### config.mk
export PLATFORM = sky130hd
export DESIGN_NAME = dht11_frame_to_crc16_packet_unit
export DESIGN_NICKNAME = d
export VERILOG_FILES = /design/src/dhtcrc_pkg.sv /design/src/dhtcrc_front.sv /design/src/dhtcrc_queue.sv /design/src/dhtcrc_back.sv /design/src/dht11_frame_to_crc16_packet_unit.sv
export SDC_FILE = /design/constraint.sdc
export NUM_CORES = 1
export LEC_CHECK = 0
export ABC_AREA = 1
export BUFFER_PORTS_ARGS = -buffer_cell sky130_fd_sc_hd__buf_2
export CORE_MARGIN = 5
export CORE_UTILIZATION = 35
export CTS_CLUSTER_SIZE = 10
export DETAILED_ROUTE_END_ITERATION = 10
export PLACE_DENSITY_LB_ADDON = 0.25
export SYNTH_ARGS = -nofsm -noshare
export SYNTH_HDL_FRONTEND = slang
export SYNTH_SLANG_ARGS = --single-unit
### constraint.sdc
create_clock -name clk -period 7 [get_ports clk]
set_input_delay 0 -clock clk [delete_from_list [all_inputs] [get_ports clk]]
set_output_delay 0 -clock clk [all_outputs]
set_load 0.1 [all_outputs]
### src/dhtcrc_pkg.sv
// dhtcrc_pkg: shared types, constants and the crc-16/modbus byte update
// used by the front end, frame queue and packet back end.
// no dependencies.
package dhtcrc_pkg;

	localparam int FRAME_BITS  = 40;
	localparam int CNT_W       = 6;
	localparam int QUEUE_DEPTH = 2;
	localparam int PKT_BYTES   = 9;
	localparam int CRC_BYTES   = 6;

	localparam logic [15:0] CRC_INIT = 16'hFFFF;
	localparam logic [15:0] CRC_POLY = 16'hA001;

	localparam logic [15:0] THRESH_RST  = 16'd30;
	localparam logic [7:0]  DEV_ID_RST  = 8'h02;
	localparam logic [7:0]  FUNC_RST    = 8'h03;
	localparam logic [7:0]  TRAILER_RST = 8'hF0;

	// register indexes of the configuration port
	localparam logic [1:0] REG_THRESH  = 2'd0;
	localparam logic [1:0] REG_DEV_ID  = 2'd1;
	localparam logic [1:0] REG_FUNC    = 2'd2;
	localparam logic [1:0] REG_TRAILER = 2'd3;

	// packet byte positions
	localparam logic [3:0] POS_DEV_ID  = 4'd0;
	localparam logic [3:0] POS_FUNC    = 4'd1;
	localparam logic [3:0] POS_D0      = 4'd2;
	localparam logic [3:0] POS_D1      = 4'd3;
	localparam logic [3:0] POS_D2      = 4'd4;
	localparam logic [3:0] POS_D3      = 4'd5;
	localparam logic [3:0] POS_CRC_LO  = 4'd6;
	localparam logic [3:0] POS_CRC_HI  = 4'd7;
	localparam logic [3:0] POS_TRAILER = 4'd8;

	// one checked frame handed from front to back
	typedef struct packed {
		logic [31:0] data;   // d0 in [31:24] .. d3 in [7:0]
		logic        ok;     // checksum matched
	} frame_t;

	// packet header and trailer bytes
	typedef struct packed {
		logic [7:0] device_id;
		logic [7:0] function_code;
		logic [7:0] trailer_byte;
	} pkt_cfg_t;

	// crc-16/modbus update by one byte, reflected, eight shift steps
	function automatic logic [15:0] crc_byte(input logic [15:0] crc_in, input logic [7:0] b);
		logic [15:0] c;
		c = crc_in ^ {8'h00, b};
		for (int i = 0; i < 8; i++) begin
			if (c[0]) c = (c >> 1) ^ CRC_POLY;
			else c = c >> 1;
		end
		return c;
	endfunction

endpackage

### src/dhtcrc_front.sv
// dhtcrc_front: takes one beat per dht11 bit, thresholds it, builds the
// 40-bit frame and pushes checked frames into the queue.
// depends on dhtcrc_pkg.
module dhtcrc_front (
	input  logic                  clk,
	input  logic                  arst_n,
	input  logic                  s_tvalid,
	output logic                  s_tready,
	input  logic [15:0]           s_tdata,   // [15:0] high_ticks
	input  logic                  s_tuser,   // [0] frame_start
	input  logic [15:0]           thresh,
	input  logic                  q_full,
	output logic                  q_push,
	output dhtcrc_pkg::frame_t    q_entry
);
	import dhtcrc_pkg::*;

	logic [CNT_W-1:0] bit_cnt_q;
	logic [39:0]      shift_q;
	logic [CNT_W-1:0] base_cnt;
	logic [39:0]      base_shift;
	logic [CNT_W-1:0] next_cnt;
	logic [39:0]      next_shift;
	logic             rx_bit;
	logic             accept;
	logic             complete;
	logic [7:0]       sum_calc;

	assign s_tready = !q_full;
	assign accept   = s_tvalid && s_tready;

	// bit decision and frame assembly, frame_start drops any partial frame
	always_comb begin
		base_cnt   = s_tuser ? '0 : bit_cnt_q;
		base_shift = s_tuser ? '0 : shift_q;
		rx_bit     = s_tdata > thresh;
		next_shift = {base_shift[38:0], rx_bit};
		next_cnt   = base_cnt + CNT_W'(1);
		complete   = next_cnt == CNT_W'(FRAME_BITS);
	end

	// checksum check on the completed frame
	always_comb begin
		sum_calc = next_shift[39:32] + next_shift[31:24] + next_shift[23:16]
			+ next_shift[15:8];
		q_entry.data = next_shift[39:8];
		q_entry.ok   = sum_calc == next_shift[7:0];
	end

	assign q_push = accept && complete;

	// frame state
	always_ff @(posedge clk or negedge arst_n) begin
		if (!arst_n) begin
			bit_cnt_q <= '0;
			shift_q   <= '0;
		end else if (accept) begin
			if (complete) begin
				bit_cnt_q <= '0;
				shift_q   <= '0;
			end else begin
				bit_cnt_q <= next_cnt;
				shift_q   <= next_shift;
			end
		end
	end

	a_cnt_range: assert property (@(posedge clk) disable iff (!arst_n)
		bit_cnt_q < CNT_W'(FRAME_BITS))
		else $error("front bit count reached a full frame without clearing");

endmodule

### src/dhtcrc_queue.sv
// dhtcrc_queue: short queue of checked frames between front and back end.
// depends on dhtcrc_pkg.
module dhtcrc_queue (
	input  logic                  clk,
	input  logic                  arst_n,
	input  logic                  push,
	input  dhtcrc_pkg::frame_t    push_data,
	output logic                  full,
	input  logic                  pop,
	output logic                  rd_valid,
	output dhtcrc_pkg::frame_t    rd_data
);
	import dhtcrc_pkg::*;

	localparam int PTR_W = (QUEUE_DEPTH > 1) ? $clog2(QUEUE_DEPTH) : 1;
	localparam int CNT_QW = $clog2(QUEUE_DEPTH + 1);

	frame_t            mem_q [QUEUE_DEPTH];
	logic [PTR_W-1:0]  wr_ptr_q;
	logic [PTR_W-1:0]  rd_ptr_q;
	logic [CNT_QW-1:0] count_q;
	logic              do_push;
	logic              do_pop;

	assign full     = count_q == CNT_QW'(QUEUE_DEPTH);
	assign rd_valid = count_q != '0;
	assign rd_data  = mem_q[rd_ptr_q];
	assign do_push  = push && !full;
	assign do_pop   = pop && rd_valid;

	// entry storage
	always_ff @(posedge clk) begin
		if (do_push) mem_q[wr_ptr_q] <= push_data;
	end

	// pointers and fill count
	always_ff @(posedge clk or negedge arst_n) begin
		if (!arst_n) begin
			wr_ptr_q <= '0;
			rd_ptr_q <= '0;
			count_q  <= '0;
		end else begin
			if (do_push) begin
				wr_ptr_q <= (wr_ptr_q == PTR_W'(QUEUE_DEPTH - 1)) ? '0 : wr_ptr_q + PTR_W'(1);
			end
			if (do_pop) begin
				rd_ptr_q <= (rd_ptr_q == PTR_W'(QUEUE_DEPTH - 1)) ? '0 : rd_ptr_q + PTR_W'(1);
			end
			if (do_push && !do_pop) count_q <= count_q + CNT_QW'(1);
			else if (do_pop && !do_push) count_q <= count_q - CNT_QW'(1);
		end
	end

	a_no_overflow: assert property (@(posedge clk) disable iff (!arst_n)
		push |-> !full)
		else $error("frame pushed into a full queue");

	a_count_range: assert property (@(posedge clk) disable iff (!arst_n)
		count_q <= CNT_QW'(QUEUE_DEPTH))
		else $error("queue count above depth");

endmodule

### src/dhtcrc_back.sv
// dhtcrc_back: pops checked frames and streams the nine-byte packet with
// its crc-16/modbus, or a single error beat, through an output register.
// depends on dhtcrc_pkg.
module dhtcrc_back (
	input  logic                  clk,
	input  logic                  arst_n,
	input  logic                  q_valid,
	input  dhtcrc_pkg::frame_t    q_data,
	output logic                  q_pop,
	input  dhtcrc_pkg::pkt_cfg_t  cfg,
	output logic                  m_tvalid,
	input  logic                  m_tready,
	output logic [7:0]            m_tdata,   // [7:0] packet_byte
	output logic                  m_tlast,
	output logic                  m_tuser    // [0] checksum_error
);
	import dhtcrc_pkg::*;

	logic        busy_q;
	logic [3:0]  idx_q;
	frame_t      frame_q;
	logic [15:0] crc_q;
	logic        out_valid_q;
	logic [7:0]  out_byte_q;
	logic        out_last_q;
	logic        out_err_q;
	logic        out_free;
	logic        load;
	logic [7:0]  sel_byte;

	assign out_free = !out_valid_q || m_tready;
	assign load     = busy_q && out_free;
	assign q_pop    = !busy_q && q_valid;

	// packet byte select
	always_comb begin
		unique case (idx_q)
			POS_DEV_ID:  sel_byte = cfg.device_id;
			POS_FUNC:    sel_byte = cfg.function_code;
			POS_D0:      sel_byte = frame_q.data[31:24];
			POS_D1:      sel_byte = frame_q.data[23:16];
			POS_D2:      sel_byte = frame_q.data[15:8];
			POS_D3:      sel_byte = frame_q.data[7:0];
			POS_CRC_LO:  sel_byte = crc_q[7:0];
			POS_CRC_HI:  sel_byte = crc_q[15:8];
			POS_TRAILER: sel_byte = cfg.trailer_byte;
			default:     sel_byte = '0;
		endcase
	end

	// frame payload
	always_ff @(posedge clk) begin
		if (q_pop) frame_q <= q_data;
		if (q_pop) crc_q <= CRC_INIT;
		else if (load && idx_q < 4'(CRC_BYTES)) crc_q <= crc_byte(crc_q, sel_byte);
		if (load) begin
			out_byte_q <= frame_q.ok ? sel_byte : 8'h00;
			out_last_q <= !frame_q.ok || idx_q == POS_TRAILER;
			out_err_q  <= !frame_q.ok;
		end
	end

	// sequencer and output valid
	always_ff @(posedge clk or negedge arst_n) begin
		if (!arst_n) begin
			busy_q      <= 1'b0;
			idx_q       <= '0;
			out_valid_q <= 1'b0;
		end else begin
			if (q_pop) begin
				busy_q <= 1'b1;
				idx_q  <= '0;
			end else if (load) begin
				idx_q <= idx_q + 4'd1;
				if (!frame_q.ok || idx_q == POS_TRAILER) busy_q <= 1'b0;
			end
			if (load) out_valid_q <= 1'b1;
			else if (m_tready) out_valid_q <= 1'b0;
		end
	end

	assign m_tvalid = out_valid_q;
	assign m_tdata  = out_byte_q;
	assign m_tlast  = out_last_q;
	assign m_tuser  = out_err_q;

	a_err_is_last: assert property (@(posedge clk) disable iff (!arst_n)
		(m_tvalid && m_tuser) |-> (m_tlast && m_tdata == 8'h00))
		else $error("error beat not a lone zero beat");

	a_idx_range: assert property (@(posedge clk) disable iff (!arst_n)
		busy_q |-> idx_q < 4'(PKT_BYTES))
		else $error("packet index past trailer");

endmodule

### src/dht11_frame_to_crc16_packet_unit.sv
// dht11_frame_to_crc16_packet_unit: top level, configuration registers and
// the front end, frame queue and packet back end.
// depends on dhtcrc_pkg, dhtcrc_front, dhtcrc_queue, dhtcrc_back.
//
// Usage: each slave beat is one dht11 data bit; tdata carries the length of
// its high phase in ticks and tuser marks the first bit of a new frame. A
// bit is one when its length exceeds bit_threshold. Bits are taken one per
// cycle while tready is high. When the fortieth bit arrives the frame is
// checked and queued; the back end then sends nine master beats (device id,
// function code, four data bytes, crc low, crc high, trailer, tlast on the
// trailer) or, on a checksum mismatch, one zero beat with tuser and tlast set.
// Flow: the queued frame is popped into the back end's frame register, then
// one beat per cycle goes out while the receiver takes them; a full packet
// holds the back end for taking the frame and nine byte loads by its byte
// sequencer, with one crc byte update per load. The two-entry frame queue
// lets bits keep arriving meanwhile; slave tready falls only when the
// queue is full.
// Reset clears the bit count, frame, queue and output valid, and loads the
// register defaults. A stalled receiver holds the current beat in the
// output register; the back end and, once the queue fills, the front end wait.
module dht11_frame_to_crc16_packet_unit (
	input  logic        clk,
	input  logic        arst_n,
	input  logic        s_tvalid,
	output logic        s_tready,
	input  logic [15:0] s_tdata,   // [15:0] high_ticks
	input  logic        s_tuser,   // [0] frame_start
	output logic        m_tvalid,
	input  logic        m_tready,
	output logic [7:0]  m_tdata,   // [7:0] packet_byte
	output logic        m_tlast,
	output logic        m_tuser,   // [0] checksum_error
	input  logic        cfg_we,
	input  logic [1:0]  cfg_index,
	input  logic [15:0] cfg_data
);
	import dhtcrc_pkg::*;

	logic [15:0] thresh_q;
	pkt_cfg_t    pkt_cfg_q;
	logic        q_full;
	logic        q_push;
	frame_t      q_entry;
	logic        q_pop;
	logic        q_valid;
	frame_t      q_data;

	// configuration registers
	always_ff @(posedge clk or negedge arst_n) begin
		if (!arst_n) begin
			thresh_q                <= THRESH_RST;
			pkt_cfg_q.device_id     <= DEV_ID_RST;
			pkt_cfg_q.function_code <= FUNC_RST;
			pkt_cfg_q.trailer_byte  <= TRAILER_RST;
		end else if (cfg_we) begin
			unique case (cfg_index)
				REG_THRESH:  thresh_q                <= cfg_data;
				REG_DEV_ID:  pkt_cfg_q.device_id     <= cfg_data[7:0];
				REG_FUNC:    pkt_cfg_q.function_code <= cfg_data[7:0];
				REG_TRAILER: pkt_cfg_q.trailer_byte  <= cfg_data[7:0];
				default: ;
			endcase
		end
	end

	dhtcrc_front u_front (
		.clk      (clk),
		.arst_n   (arst_n),
		.s_tvalid (s_tvalid),
		.s_tready (s_tready),
		.s_tdata  (s_tdata),
		.s_tuser  (s_tuser),
		.thresh   (thresh_q),
		.q_full   (q_full),
		.q_push   (q_push),
		.q_entry  (q_entry)
	);

	dhtcrc_queue u_queue (
		.clk       (clk),
		.arst_n    (arst_n),
		.push      (q_push),
		.push_data (q_entry),
		.full      (q_full),
		.pop       (q_pop),
		.rd_valid  (q_valid),
		.rd_data   (q_data)
	);

	dhtcrc_back u_back (
		.clk      (clk),
		.arst_n   (arst_n),
		.q_valid  (q_valid),
		.q_data   (q_data),
		.q_pop    (q_pop),
		.cfg      (pkt_cfg_q),
		.m_tvalid (m_tvalid),
		.m_tready (m_tready),
		.m_tdata  (m_tdata),
		.m_tlast  (m_tlast),
		.m_tuser  (m_tuser)
	);

endmodule

==> impl_metrics.csv <==
group,metric,value,unit
run_status,status,"complete, no violations",
synth,syn_area_per_cell,9.413,µm²
layout,register_area,5984,µm²
sta,finalHoldViolations,0,
sta,relSlewSlack,24.16,%
sta,maxSlewViolCount,0,
placement,place_inst,1554,
placement,buffer_ports.inserted,51,
layout,areaGrowthSynthToFinish,15.10,%
die,ios,52,
clocking,postCtsSetupRepairBufs,0,
synth,synth_ff_type,"edfxtp_1",
grt,grt_pass1_vias,7588,
sta,period_share,53.29,%
layout,nFillCells,3015,
synth,synth_fp_nets,1222,
die,die_h,185.0,µm
clocking,cts_tree,"done",
sta,fmax,268.1,MHz
placement,gp_congestion,0.8521,
layout,fin_nets,1289,
grt,grt_start_max_net_pins,69,
worst_setup_path,path_class,"flop to flop",
clocking,root_buffer,"clkbuf_16",
layout,drive_above_1_share,12.06,%
detailed_routing,first_pass_iters,5,
synth,syn_inst,1139,
worst_setup_path,crit_fanout,3,
detailed_routing,avgRoutedWirePerCell,15.53,µm
worst_setup_path,reg2reg_slack,3.27,ns
layout,final_common_cell,"nand2_1",
worst_setup_path,start_kind,"flop",
layout,layoutNonFillerInstCount,1623,
hold_path,hold_class,"primary input to async pin",
synth,ys_seq_area_share,55.82,%
detailed_routing,ant_nets,0,
power,pwr_density_cell,401.9,nW/µm²
grt,grt_first_pass_wirelength,40910,µm
synth,syn_area,10720,µm²
sta,rsz0062_at_grt,"no",
placement,dp_hpwl,17120,µm
clocking,ctsResizeCount,0,
die,die_x,185.0,µm
synth,yosys_register_bits,220,
power,power_leakage,0.005542,µW
synth,async_flop_share,43.18,%
clocking,numCtsBuffers,27,
detailed_routing,vias,7646,
clocking,worstSkewPairLatency,0.53,ns
clocking,cts_buffer_depth,3,
detailed_routing,routed_via_density,4.711,
detailed_routing,drtIter0Drc,506,
die,start_util,35.23,%
grt,gr-usage-all-layers,14.97,%
clocking,cts.sinks,220,
clocking,htreeDepth,1,
grt,grt_overflow_total,0,
sta,post-route-min-period,3.730,ns
detailed_routing,drt-total-wl,25210,µm
die,dieArea,34230,µm²
sta,tightest_slew,1.136,ns
layout,final_cell_mix,"nand2_1, inv_1, edfxtp_1, dfrtp_1, nor2_1",
job,cap_violations,0,
grt,antenna_found_initial,0,
layout,multi_input_area,3910,µm²
detailed_routing,drc_errors,0,
power,ir_worst_vdd,0.0001735,V
synth,yosysUniqueCellTypes,48,
worst_setup_path,arrival,4.04,ns
worst_setup_path,required,7.31,ns
sta,fin_tns_setup,0,ns
die,core-area,30430,µm²
clocking,ctsHoldBuffers,19,
clocking,clk_pin_slew,0.06,ns
sta,setup_ws,3.270,ns
worst_setup_path,endpoint_kind,"flop",
layout,antenna_cells,0,
die,rows,64,
synth,yosys_warnings,0,
placement,pre_cts_ws,3.015,ns
sta,whs,0.03498,ns
sta,setup_viol,0,
sta,finClkSkew,0.008998,ns
synth,synth_edf_count,109,
-- worst max-delay path: stages (launching register included) --
cell     delay [ns]
dfrtp_1        0.32
inv_1          0.05
nor2_1         0.16
inv_1          0.11
fa_1           0.55
inv_1          0.06
fa_1           0.55
inv_1          0.08
fa_1           0.45
o21ai_0        0.30
a21o_1         0.16
a21oi_1        0.07
xor2_1         0.18
nand2_1        0.08
nand3_1        0.07
nor4b_1        0.34
-- synth_stat cells (3+ instances only) --
cell type,n,area share (%)
buf_2,11,0.51
nand3_1,76,3.5
nand3_2,6,0.56
dfstp_2,11,2.7
nor2_1,81,2.8
nand2_1,261,9.1
a21oi_1,44,2.1
clkbuf_1,19,0.67
buf_1,3,0.11
o21ai_0,68,3.2
xor2_1,9,0.74
nand2_2,17,0.99
nor2_4,4,0.42
nor3_1,5,0.23
nor2_2,6,0.35
o32ai_1,7,0.57
ha_1,29,3.4
dfxtp_1,16,3.0
buf_6,6,0.63
edfxtp_1,109,31
nand4_1,22,1.3
o22ai_1,29,1.7
fa_1,14,2.6
inv_1,161,5.6
xnor2_1,11,0.90
dfrtp_1,84,20
o211ai_1,4,0.28
-- final timing paths --
path	cells past startpoint	start	to
max in group asynchronous	3	arst_n	thresh_q[7]
min in group clk	4	s_tvalid	u_front.shift_q[5]
worst min register to register	1	u_queue.count_q[0]	u_queue.count_q[0]
worst min-delay path	2	arst_n	pkt_cfg_q[4]
worst max-delay path	15	u_front.shift_q[17]	u_queue.mem_q[1][0]
worst max register to register	15	u_front.shift_q[17]	u_queue.mem_q[1][0]
-- sequential cells by signal, indices dropped and copies added (netlist names) --
name,count
u_back.frame_q,33
u_back.busy_q,1
u_queue.mem_q,66
u_back.crc_q,16
u_queue.count_q,2
u_front.shift_q,39
u_queue.wr_ptr_q,1
u_queue.rd_ptr_q,1
u_front.bit_cnt_q,6
pkt_cfg_q,24
thresh_q,16
u_back.m_tlast,1
u_back.m_tdata,8
u_back.m_tuser,1
u_back.idx_q,4
u_back.m_tvalid,1
-- report_power, final --
group          total [µW]  switching (µW)  leakage (µW)  internal (µW)
Combinational        1860            1350       0.00278            505
Sequential           1820             150       0.00237           1670
Clock                1280             527      0.000393            754
-- metal layers --
layer / track usage [%] / vias up / wire (µm)
met5: 0 / - / 0
met4: 4.110 / 0 / 674
met3: 2.730 / 47 / 1144
met2: 24.08 / 154 / 11530
met1: 20.95 / 3556 / 11860
li1: - / 3889 / -
-- final cells by class --
cell class | instances | area share, %
Clock buffer | 47 | 6.327
Clock inverter | 3 | 0.2535
Inverter | 166 | 5.110
Tap cell | 396 | 4.015
Multi-Input combinational cell | 713 | 31.68
Timing Repair Buffer | 78 | 4.116
Sequential cell | 220 | 48.49
-- cell families after synthesis --
family	Yosys count	synth area share, %
xor gates and xnor gates	20	1.634
AOI/OAI and AO/OA	162	8.449
DFF	220	55.82
buffers and inverters	206	7.866
adders and majority gates	43	5.998
and+or+nand+nor	488	20.24
-- stage by stage --
step | total power, µW | util [%] | area [µm²]
floorplan | 3242 | - | 10720
finish | 4960 | 40.56 | 12340
global route | 5299 | 40.56 | 12340
global placement | 3672 | 37.26 | 11340
CTS | 5008 | 40.56 | 12340
detailed placement | 3697 | 37.26 | 11340
(Power assumes the default switching activity.)
